**src/design/mbpc_pkg.sv**
```systemverilog
// Shared types, codes and reset constants of the key matrix press classifier.
// No dependencies; every other design file refers to this package by scope.
package mbpc_pkg;

  // Default matrix geometry.
  localparam int unsigned ROWS_DEF    = 2;
  localparam int unsigned COLUMNS_DEF = 5;

  // Reset values of the configuration registers.
  localparam logic [15:0] BOUNCE_RST     = 16'd50;
  localparam logic [15:0] LONG_PRESS_RST = 16'd2000;
  localparam logic [15:0] STUCK_RST      = 16'd10000;
  localparam logic [15:0] LOCKOUT_RST    = 16'd400;

  // Configuration register indexes (byte address divided by four).
  localparam logic [1:0] REG_BOUNCE     = 2'd0;
  localparam logic [1:0] REG_LONG_PRESS = 2'd1;
  localparam logic [1:0] REG_STUCK      = 2'd2;
  localparam logic [1:0] REG_LOCKOUT    = 2'd3;

  // Event kinds; codes with the upper bit set are lockout checks.
  localparam logic [1:0] OP_PRESS = 2'd0;

  // Driven row codes.
  localparam logic [1:0] ROW_ZERO = 2'd1;
  localparam logic [1:0] ROW_ONE  = 2'd2;

  typedef enum logic [3:0] {
    OC_NO_ROW        = 4'd0,
    OC_NO_BUTTON     = 4'd1,
    OC_LOCKED        = 4'd2,
    OC_PRESS_STARTED = 4'd3,
    OC_BOUNCE        = 4'd4,
    OC_STUCK         = 4'd5,
    OC_SHORT         = 4'd6,
    OC_LONG          = 4'd7,
    OC_CHECK_DONE    = 4'd8
  } outcome_e;

  typedef struct packed {
    logic [1:0]  operation;
    logic [1:0]  row_driven;
    logic [2:0]  key_column;
    logic [31:0] now_ms;
  } in_t;

  typedef struct packed {
    logic [3:0] outcome;
    logic [3:0] button_index;
    logic       press_active;
  } out_t;

  typedef struct packed {
    logic [15:0] bounce_ms;
    logic [15:0] long_press_ms;
    logic [15:0] stuck_ms;
    logic [15:0] lockout_ms;
  } cfg_t;

  // Controller to datapath commands.
  typedef struct packed {
    logic capture;
    logic decode;
    logic look;
    logic classify;
    logic walk;
    logic load_out;
  } cmd_t;

  // Datapath to controller status.
  typedef struct packed {
    logic is_check;
    logic is_invalid;
    logic walk_last;
  } sts_t;

endpackage

```
**src/design/mbpc_regs.sv**
```systemverilog
// Configuration register file of the press classifier, APB-style write and read.
// Depends on mbpc_pkg for register indexes, reset values and cfg_t.
module mbpc_regs (
  input  logic                clk_i,
  input  logic                rst_ni,
  input  logic                psel,
  input  logic                penable,
  input  logic                pwrite,
  input  logic [3:0]          paddr,
  input  logic [31:0]         pwdata,
  output logic [31:0]         prdata,
  output logic                pready,
  output mbpc_pkg::cfg_t      cfg_o
);

  mbpc_pkg::cfg_t cfg_q, cfg_d;
  logic           wr_en;

  assign pready = 1'b1;
  assign wr_en  = psel && penable && pwrite;

  // Write the addressed register on the access cycle.
  always_comb begin
    cfg_d = cfg_q;
    if (wr_en) begin
      unique case (paddr[3:2])
        mbpc_pkg::REG_BOUNCE:     cfg_d.bounce_ms     = pwdata[15:0];
        mbpc_pkg::REG_LONG_PRESS: cfg_d.long_press_ms = pwdata[15:0];
        mbpc_pkg::REG_STUCK:      cfg_d.stuck_ms      = pwdata[15:0];
        mbpc_pkg::REG_LOCKOUT:    cfg_d.lockout_ms    = pwdata[15:0];
        default:                  cfg_d = cfg_q;
      endcase
    end
  end

  always_ff @(posedge clk_i or negedge rst_ni) begin
    if (!rst_ni) begin
      cfg_q.bounce_ms     <= mbpc_pkg::BOUNCE_RST;
      cfg_q.long_press_ms <= mbpc_pkg::LONG_PRESS_RST;
      cfg_q.stuck_ms      <= mbpc_pkg::STUCK_RST;
      cfg_q.lockout_ms    <= mbpc_pkg::LOCKOUT_RST;
    end else begin
      cfg_q <= cfg_d;
    end
  end

  // Return the addressed register, zero extended.
  always_comb begin
    unique case (paddr[3:2])
      mbpc_pkg::REG_BOUNCE:     prdata = {16'd0, cfg_q.bounce_ms};
      mbpc_pkg::REG_LONG_PRESS: prdata = {16'd0, cfg_q.long_press_ms};
      mbpc_pkg::REG_STUCK:      prdata = {16'd0, cfg_q.stuck_ms};
      mbpc_pkg::REG_LOCKOUT:    prdata = {16'd0, cfg_q.lockout_ms};
      default:                  prdata = 32'd0;
    endcase
  end

  assign cfg_o = cfg_q;

endmodule

```
**src/design/mbpc_ctrl.sv**
```systemverilog
// Sequencing state machine of the press classifier: input and output handshakes.
// Depends on mbpc_pkg for the command and status structs.
module mbpc_ctrl (
  input  logic           clk_i,
  input  logic           rst_ni,
  input  logic           in_valid_i,
  output logic           in_stall_o,
  output logic           out_valid_o,
  input  logic           out_stall_i,
  input  mbpc_pkg::sts_t sts_i,
  output mbpc_pkg::cmd_t cmd_o
);

  typedef enum logic [5:0] {
    S_IDLE     = 6'b000001,
    S_DECODE   = 6'b000010,
    S_LOOK     = 6'b000100,
    S_CLASSIFY = 6'b001000,
    S_WALK     = 6'b010000,
    S_DONE     = 6'b100000
  } state_e;

  state_e state_q, state_d;
  logic   out_valid_q, out_valid_d;
  logic   out_free;

  // The output register can take a result when empty or emptying.
  assign out_free   = !out_valid_q || !out_stall_i;
  assign in_stall_o = (state_q != S_IDLE);

  always_comb begin
    state_d = state_q;
    cmd_o   = '0;
    unique case (state_q)
      S_IDLE: begin
        if (in_valid_i) begin
          cmd_o.capture = 1'b1;
          state_d       = S_DECODE;
        end
      end
      S_DECODE: begin
        cmd_o.decode = 1'b1;
        priority if (sts_i.is_check) begin
          state_d = S_WALK;
        end else if (sts_i.is_invalid) begin
          state_d = S_DONE;
        end else begin
          state_d = S_LOOK;
        end
      end
      S_LOOK: begin
        cmd_o.look = 1'b1;
        state_d    = S_CLASSIFY;
      end
      S_CLASSIFY: begin
        cmd_o.classify = 1'b1;
        state_d        = S_DONE;
      end
      S_WALK: begin
        cmd_o.walk = 1'b1;
        if (sts_i.walk_last) begin
          state_d = S_DONE;
        end
      end
      S_DONE: begin
        if (out_free) begin
          cmd_o.load_out = 1'b1;
          state_d        = S_IDLE;
        end
      end
      default: state_d = S_IDLE;
    endcase
  end

  // Set valid on load, drop it once the transfer completes.
  always_comb begin
    out_valid_d = out_valid_q;
    if (out_valid_q && !out_stall_i) begin
      out_valid_d = 1'b0;
    end
    if (cmd_o.load_out) begin
      out_valid_d = 1'b1;
    end
  end

  always_ff @(posedge clk_i or negedge rst_ni) begin
    if (!rst_ni) begin
      state_q     <= S_IDLE;
      out_valid_q <= 1'b0;
    end else begin
      state_q     <= state_d;
      out_valid_q <= out_valid_d;
    end
  end

  assign out_valid_o = out_valid_q;

endmodule

```
**src/design/mbpc_datapath.sv**
```systemverilog
// Datapath of the press classifier: per-button timestamps, lockout deadlines,
// hold time measurement and classification. Depends on mbpc_pkg.
module mbpc_datapath #(
  parameter int unsigned ROWS    = mbpc_pkg::ROWS_DEF,
  parameter int unsigned COLUMNS = mbpc_pkg::COLUMNS_DEF
) (
  input  logic           clk_i,
  input  logic           rst_ni,
  input  mbpc_pkg::in_t  in_data_i,
  input  mbpc_pkg::cfg_t cfg_i,
  input  mbpc_pkg::cmd_t cmd_i,
  output mbpc_pkg::sts_t sts_o,
  output mbpc_pkg::out_t out_data_o
);

  localparam int unsigned NB    = ROWS * COLUMNS;
  localparam int unsigned IDX_W = (NB > 1) ? $clog2(NB) : 1;

  mbpc_pkg::in_t      in_q;
  mbpc_pkg::outcome_e outcome_q;
  mbpc_pkg::out_t     out_q;
  logic [IDX_W-1:0]   idx_q, cnt_q;
  logic [31:0]        held_q;
  logic               locked_q;
  logic               pip_q;
  logic [31:0]        start_q [NB];
  logic [31:0]        until_q [NB];

  logic             row_ok, col_ok, row_bit;
  logic [7:0]       idx_wide;
  logic [31:0]      held_now;
  logic [31:0]      bounce_w, long_w, stuck_w;

  // Decode the addressed button from the captured event.
  assign row_bit  = (in_q.row_driven == mbpc_pkg::ROW_ONE);
  assign row_ok   = (in_q.row_driven == mbpc_pkg::ROW_ZERO) ||
                    ((in_q.row_driven == mbpc_pkg::ROW_ONE) && (ROWS > 1));
  assign col_ok   = (5'(in_q.key_column) < 5'(COLUMNS));
  assign idx_wide = (row_bit ? 8'(COLUMNS) : 8'd0) + {5'd0, in_q.key_column};

  assign sts_o.is_check   = in_q.operation[1];
  assign sts_o.is_invalid = !(row_ok && col_ok);
  assign sts_o.walk_last  = (cnt_q == IDX_W'(NB - 1));

  assign held_now = held_q;
  assign bounce_w = {16'd0, cfg_i.bounce_ms};
  assign long_w   = {16'd0, cfg_i.long_press_ms};
  assign stuck_w  = {16'd0, cfg_i.stuck_ms};

  // Capture, decode and look up the event's button, classify it and load the result.
  always_ff @(posedge clk_i) begin
    if (cmd_i.capture) begin
      in_q <= in_data_i;
    end
    if (cmd_i.decode) begin
      cnt_q <= '0;
      priority if (sts_o.is_check) begin
        outcome_q <= mbpc_pkg::OC_CHECK_DONE;
        idx_q     <= '0;
      end else if (!row_ok) begin
        outcome_q <= mbpc_pkg::OC_NO_ROW;
        idx_q     <= '0;
      end else if (!col_ok) begin
        outcome_q <= mbpc_pkg::OC_NO_BUTTON;
        idx_q     <= '0;
      end else begin
        outcome_q <= mbpc_pkg::OC_CHECK_DONE;
        idx_q     <= idx_wide[IDX_W-1:0];
      end
    end
    if (cmd_i.look) begin
      locked_q <= (until_q[idx_q] > in_q.now_ms);
      held_q   <= in_q.now_ms - start_q[idx_q];
    end
    if (cmd_i.walk) begin
      cnt_q <= cnt_q + IDX_W'(1);
    end
    if (cmd_i.classify) begin
      priority if (locked_q) begin
        outcome_q <= mbpc_pkg::OC_LOCKED;
      end else if (in_q.operation == mbpc_pkg::OP_PRESS) begin
        outcome_q <= mbpc_pkg::OC_PRESS_STARTED;
      end else if (held_now <= bounce_w) begin
        outcome_q <= mbpc_pkg::OC_BOUNCE;
      end else if (held_now >= stuck_w) begin
        outcome_q <= mbpc_pkg::OC_STUCK;
      end else if (held_now > long_w) begin
        outcome_q <= mbpc_pkg::OC_LONG;
      end else begin
        outcome_q <= mbpc_pkg::OC_SHORT;
      end
    end
    if (cmd_i.load_out) begin
      out_q.outcome      <= outcome_q;
      out_q.button_index <= 4'(idx_q);
      out_q.press_active <= pip_q;
    end
  end

  // Update button state and the press flag.
  always_ff @(posedge clk_i or negedge rst_ni) begin
    if (!rst_ni) begin
      pip_q <= 1'b0;
      for (int i = 0; i < NB; i++) begin
        start_q[i] <= '0;
        until_q[i] <= '0;
      end
    end else begin
      if (cmd_i.walk && (until_q[cnt_q] > in_q.now_ms)) begin
        pip_q <= 1'b0;
      end
      if (cmd_i.classify) begin
        priority if (locked_q) begin
          pip_q <= 1'b0;
        end else if (in_q.operation == mbpc_pkg::OP_PRESS) begin
          pip_q          <= 1'b1;
          start_q[idx_q] <= in_q.now_ms;
        end else if (held_now > bounce_w) begin
          pip_q          <= 1'b0;
          start_q[idx_q] <= '0;
          until_q[idx_q] <= in_q.now_ms + {16'd0, cfg_i.lockout_ms};
        end
      end
    end
  end

  assign out_data_o = out_q;

endmodule

```
**src/design/matrix_button_press_classifier_top.sv**
```systemverilog
// Top level of the key matrix press classifier: registers, controller, datapath.
// Depends on mbpc_pkg, mbpc_regs, mbpc_ctrl and mbpc_datapath.

// Classifies press, release and lockout check events on a ROWS by COLUMNS key
// matrix and gives one result per event. The block takes one event at a time:
// a press or release with no valid row or column goes through decode and
// output load, a valid press or release through decode, state lookup,
// classification and output load, and a lockout check through decode, a scan
// of the lockout deadlines one button per cycle, and output load. The next
// event is taken in the cycle after the result is loaded; a loaded result
// waits in the output register without holding up the next event. Button
// state is cleared at reset.
module matrix_button_press_classifier_top #(
  parameter int unsigned ROWS    = mbpc_pkg::ROWS_DEF,
  parameter int unsigned COLUMNS = mbpc_pkg::COLUMNS_DEF
) (
  input  logic           clk_i,
  input  logic           rst_ni,
  input  logic           psel,
  input  logic           penable,
  input  logic           pwrite,
  input  logic [3:0]     paddr,
  input  logic [31:0]    pwdata,
  output logic [31:0]    prdata,
  output logic           pready,
  input  logic           in_valid_i,
  output logic           in_stall_o,
  input  mbpc_pkg::in_t  in_data_i,
  output logic           out_valid_o,
  input  logic           out_stall_i,
  output mbpc_pkg::out_t out_data_o
);

  mbpc_pkg::cfg_t cfg;
  mbpc_pkg::cmd_t cmd;
  mbpc_pkg::sts_t sts;

  mbpc_regs u_regs (
    .clk_i   (clk_i),
    .rst_ni  (rst_ni),
    .psel    (psel),
    .penable (penable),
    .pwrite  (pwrite),
    .paddr   (paddr),
    .pwdata  (pwdata),
    .prdata  (prdata),
    .pready  (pready),
    .cfg_o   (cfg)
  );

  mbpc_ctrl u_ctrl (
    .clk_i       (clk_i),
    .rst_ni      (rst_ni),
    .in_valid_i  (in_valid_i),
    .in_stall_o  (in_stall_o),
    .out_valid_o (out_valid_o),
    .out_stall_i (out_stall_i),
    .sts_i       (sts),
    .cmd_o       (cmd)
  );

  mbpc_datapath #(
    .ROWS    (ROWS),
    .COLUMNS (COLUMNS)
  ) u_datapath (
    .clk_i      (clk_i),
    .rst_ni     (rst_ni),
    .in_data_i  (in_data_i),
    .cfg_i      (cfg),
    .cmd_i      (cmd),
    .sts_o      (sts),
    .out_data_o (out_data_o)
  );

endmodule
```
**config.mk**
```make
export PLATFORM = sky130hd
export DESIGN_NAME = matrix_button_press_classifier_top
export DESIGN_NICKNAME = d
export VERILOG_FILES = /design/src/design/mbpc_pkg.sv /design/src/design/mbpc_regs.sv /design/src/design/mbpc_ctrl.sv /design/src/design/mbpc_datapath.sv /design/src/design/matrix_button_press_classifier_top.sv
export SDC_FILE = /design/constraint.sdc
export NUM_CORES = 2
export LEC_CHECK = 0
export BUFFER_PORTS_ARGS = -buffer_cell sky130_fd_sc_hd__buf_2
export CORE_AREA = 5 5 380 382
export CTS_BUF_LIST = sky130_fd_sc_hd__clkbuf_16
export DETAILED_ROUTE_END_ITERATION = 12
export DIE_AREA = 0 0 385 387
export PLACE_DENSITY = 0.45
export REMOVE_ABC_BUFFERS = 1
export SYNTH_ARGS = -nofsm -noshare
export SYNTH_HDL_FRONTEND = slang
export SYNTH_SLANG_ARGS = --single-unit
```
**constraint.sdc**
```tcl
create_clock -name clk_i -period 14.27 [get_ports clk_i]
set_clock_uncertainty 0.2 [all_clocks]
set_input_delay 3.5675 -clock clk_i [delete_from_list [all_inputs] [get_ports clk_i]]
set_output_delay 3.5675 -clock clk_i [all_outputs]
set_load 0.05 [all_outputs]
```
==> results.sh <==
export IMPL_outcome="finished, final reports clean"
export IMPL_multi_input_area_mm2=0.0198
export IMPL_final_cells=5782
export IMPL_whs_ns=0.223
export IMPL_cp_end_kind="output port"
export IMPL_grt_pass1_vias=29700
export IMPL_setup_viol=0
export IMPL_crit_type="in2out"
export IMPL_syn_inst=3811
export IMPL_clk_pin_slew_ns=0.06
export IMPL_io_pins=126
export IMPL_post_drt_wl_per_cell_um=22.5
export IMPL_synth_flop_cell="dfrtp_1"
export IMPL_crit_slowest_cell="mux4_2"
export IMPL_crit_path_start="paddr[3]"
export IMPL_first_pass_iters=6
export IMPL_cts_tree="done"
export IMPL_maxSlewHeadroom_pct=27.3
export IMPL_cts_max_level=3
export IMPL_insertion_delay_ns=0.71
export IMPL_dieHeight_um=387
export IMPL_crit_end="prdata[14]"
export IMPL_crit_path_cell_trace="buf_2, mux4_2, buf_2"
export IMPL_fin_util_pct=33.5
export IMPL_critPathMaxStageDelay_ns=0.67
export IMPL_postCtsHoldBufs=0
export IMPL_grt_setup_unrepaired="false"
export IMPL_r2r_slack_ns=8.20
export IMPL_synth_cell_area_mm2=0.0417
export IMPL_grt_use_total_pct=17.3
export IMPL_slew_viol_final=0
export IMPL_fin_setup_tns_ns=0
export IMPL_die_x_um=385
export IMPL_antenna_found_initial=5
export IMPL_num_vias=29500
export IMPL_synth_edf_count=93
export IMPL_grt_start_max_net_pins=158
export IMPL_cap_violations=0
export IMPL_period_share_pct=61.7
export IMPL_fillers=14400
export IMPL_cp_data_arrival_time_ns=5.03
export IMPL_cp_start_kind="input pin"
export IMPL_io_buffers=90
export IMPL_syn_to_final_growth_pct=13.0
export IMPL_tightest_slew_ns=1.09
export IMPL_r2r_end="u_datapath.held_now[30]"
export IMPL_hold_violations=0
export IMPL_worstSetupPathDepth=3
export IMPL_cts_made_buffers=95
export IMPL_start_util_pct=29.7
export IMPL_hold_path_class="reg2reg"
export IMPL_cts_root_buffer="clkbuf_16"
export IMPL_fmax_mhz=114
export IMPL_drc_errors=0
export IMPL_synth_cell_types=79
export IMPL_critPathBufInv=2
export IMPL_seq_area_frac_synth_pct=49.4
export IMPL_drive_gt1_share_pct=17.9
export IMPL_final_min_clock_period_ns=8.80
export IMPL_cts_resized=0
export IMPL_dieArea_mm2=0.149
export IMPL_synth_warnings=0
export IMPL_antenna_left=0
export IMPL_power_per_cell_area_mw_per_mm2=133
export IMPL_vdd_drop_max_uv=159
export IMPL_seqCellArea_mm2=0.0206
export IMPL_dp_hpwl_um=79700
export IMPL_cts_sinks=805
export IMPL_via_per_inst=5.11
export IMPL_avgSynthCellArea_um2=11.0
export IMPL_place_congestion=0.802
export IMPL_cts_setup_buffers=0
export IMPL_clockBufferDepth=3
export IMPL_final_nets=4062
export IMPL_r2r_start="u_datapath.idx_q[0]"
export IMPL_crit_family="buffers and inverters"
export IMPL_crit_required_ns=10.50
export IMPL_dp_cells=5606
export IMPL_routed_wirelength_um=130000
export IMPL_synthArstFlopShare_pct=88.4
export IMPL_cp_common_cell="buf_2"
export IMPL_leakage_nw=20.2
export IMPL_ys_ff_latch=805
export IMPL_grt_remaining_overflow=0
export IMPL_drt_iter0_markers=1723
export IMPL_grt_pass1_wl_um=196000
export IMPL_path_max_fanout=20
export IMPL_design_core_area_mm2=0.141
export IMPL_row_count=138
export IMPL_reg2reg_depth=14
==> worst min-delay path by stage <==
stage / cells after the start / slack [ns] / to / start
finish: 0 / 0.22 / u_datapath.out_data_o[5] / u_datapath.outcome_q[0]
CTS: 0 / 0.22 / u_datapath.out_data_o[5] / u_datapath.outcome_q[0]
global placement: 0 / 0.21 / u_datapath.out_data_o[8] / u_datapath.outcome_q[3]
detailed placement: 0 / 0.21 / u_datapath.out_data_o[5] / u_datapath.outcome_q[0]
floorplan: 0 / 0.20 / u_datapath.out_data_o[5] / u_datapath.outcome_q[0]
global route: 0 / 0.23 / u_datapath.out_data_o[5] / u_datapath.outcome_q[0]
==> power by group <==
| part | internal (mW) | switching (mW) | total (mW) |
|---|---|---|---|
| combinational | 0.411 | 0.942 | 1.35 |
| sequential | 2.45 | 0.137 | 2.58 |
| clock | 1.31 | 1.03 | 2.34 |
| total | 4.17 | 2.11 | 6.27 |
==> sequential cells by signal, summed over array words and instances (netlist names) <==
register               cells
u_datapath.start_q       320
u_datapath.out_data_o      9
u_datapath.sts_o           1
u_datapath.pip_q           1
u_datapath.cnt_q           4
u_datapath.until_q       320
u_ctrl.out_valid_o         1
u_ctrl.state_q             6
u_datapath.in_q           38
u_datapath.locked_q        1
u_regs.cfg_o              64
u_datapath.held_now       32
u_datapath.outcome_q       4
u_datapath.idx_q           4
==> metrics by stage <==
stage | power, mW | setup slack [ns] | area, um2
4_1_cts | 6.37 | 5.44 | 47200
3_3_place_gp | 3.99 | 5.46 | 44200
5_1_grt | 6.57 | 5.39 | 47200
6_report | 6.27 | 5.47 | 47200
3_5_place_dp | 3.99 | 5.44 | 44200
2_1_floorplan | 3.43 | 1.69 | 40700
==> placed cells by master, fill, tap and decap left out, drive strengths merged, types with 10 or more instances in the layout <==
cell type	n
mux4	208
nand2	714
clkinv	36
edfxtp	93
o21ai	693
a21oi	76
mux2	144
clkbuf	97
xor2	10
inv	136
nand4	30
a31oi	11
a21o	40
and3	12
dfrtp	694
nor2b	21
buf	149
nand3	50
nor2	90
nor4	13
dfstp	18
ha	165
o21a	18
a22oi	66
nor3	23
conb	17
xnor2	43
mux2i	67
a221oi	32
==> Yosys cell counts (11+ instances only) <==
cell type	count	share of area, %
dfstp_2	18	1.1
a221oi_1	32	0.67
nor3_1	23	0.28
a21oi_1	76	0.91
dfrtp_1	694	42
a21o_1	40	0.72
buf_2	36	0.43
o21ai_0	678	8.1
xnor2_1	43	0.90
buf_1	33	0.30
o21ai_1	15	0.18
and3_1	12	0.18
nor4_1	12	0.18
a22oi_1	66	1.2
nand3_1	42	0.50
a31oi_1	11	0.16
clkbuf_1	171	1.5
edfxtp_1	93	6.7
buf_4	18	0.32
ha_1	165	4.9
inv_1	104	0.94
nand4_1	30	0.45
nor2b_1	21	0.31
mux2i_1	67	1.6
mux4_2	208	11
nand2_1	714	6.4
mux2_2	144	3.9
nor2_1	90	0.81
o21a_1	18	0.32
==> worst register-to-register path, cell delays in order, from the launching register on <==
cell and delay [ns]:
edfxtp_1 0.36, buf_4 0.35, nor2b_1 0.88, and3b_4 0.53
buf_4 0.52, buf_4 0.55, a221oi_1 0.24, ha_1 0.50
nand3_1 0.16, nor2_1 0.29, a32oi_1 0.22, o21ai_0 0.42
a21oi_1 0.18, o31ai_1 0.28, xor2_1 0.12
==> layer usage <==
layer	global-route usage, %	vias up	share of wire, %
li1	-	13800	-
met1	25.5	14900	48
met2	26.4	682	44
met3	3.14	173	5.2
met4	4.32	0	2.3
met5	0	-	0
==> area by class of cell <==
class | count | area share (%)
antenna | 3 | 0.0159
multi-input combinational | 2657 | 42.0
clock inverter | 76 | 1.15
timing repair buffer | 149 | 2.10
inverter | 105 | 0.836
sequential | 805 | 43.7
clock buffer | 97 | 5.15
tap | 1890 | 5.01
==> logic make-up (layout without fill, tap and decap cells) <==
kind of cell    Yosys count  in the layout  share of synthesized area (%)
flops                   805            805                           49.4
xor+xnor                 53             53                           1.11
buf+inv                 364            427                           3.56
simple gates            997            997                           10.2
other cells               2             20                         0.0180
mux                     419            419                           16.7
fa+ha+maj               167            167                           5.04
compound gates         1004           1004                           13.9
Note: power is estimated with default switching activity, not from simulation.
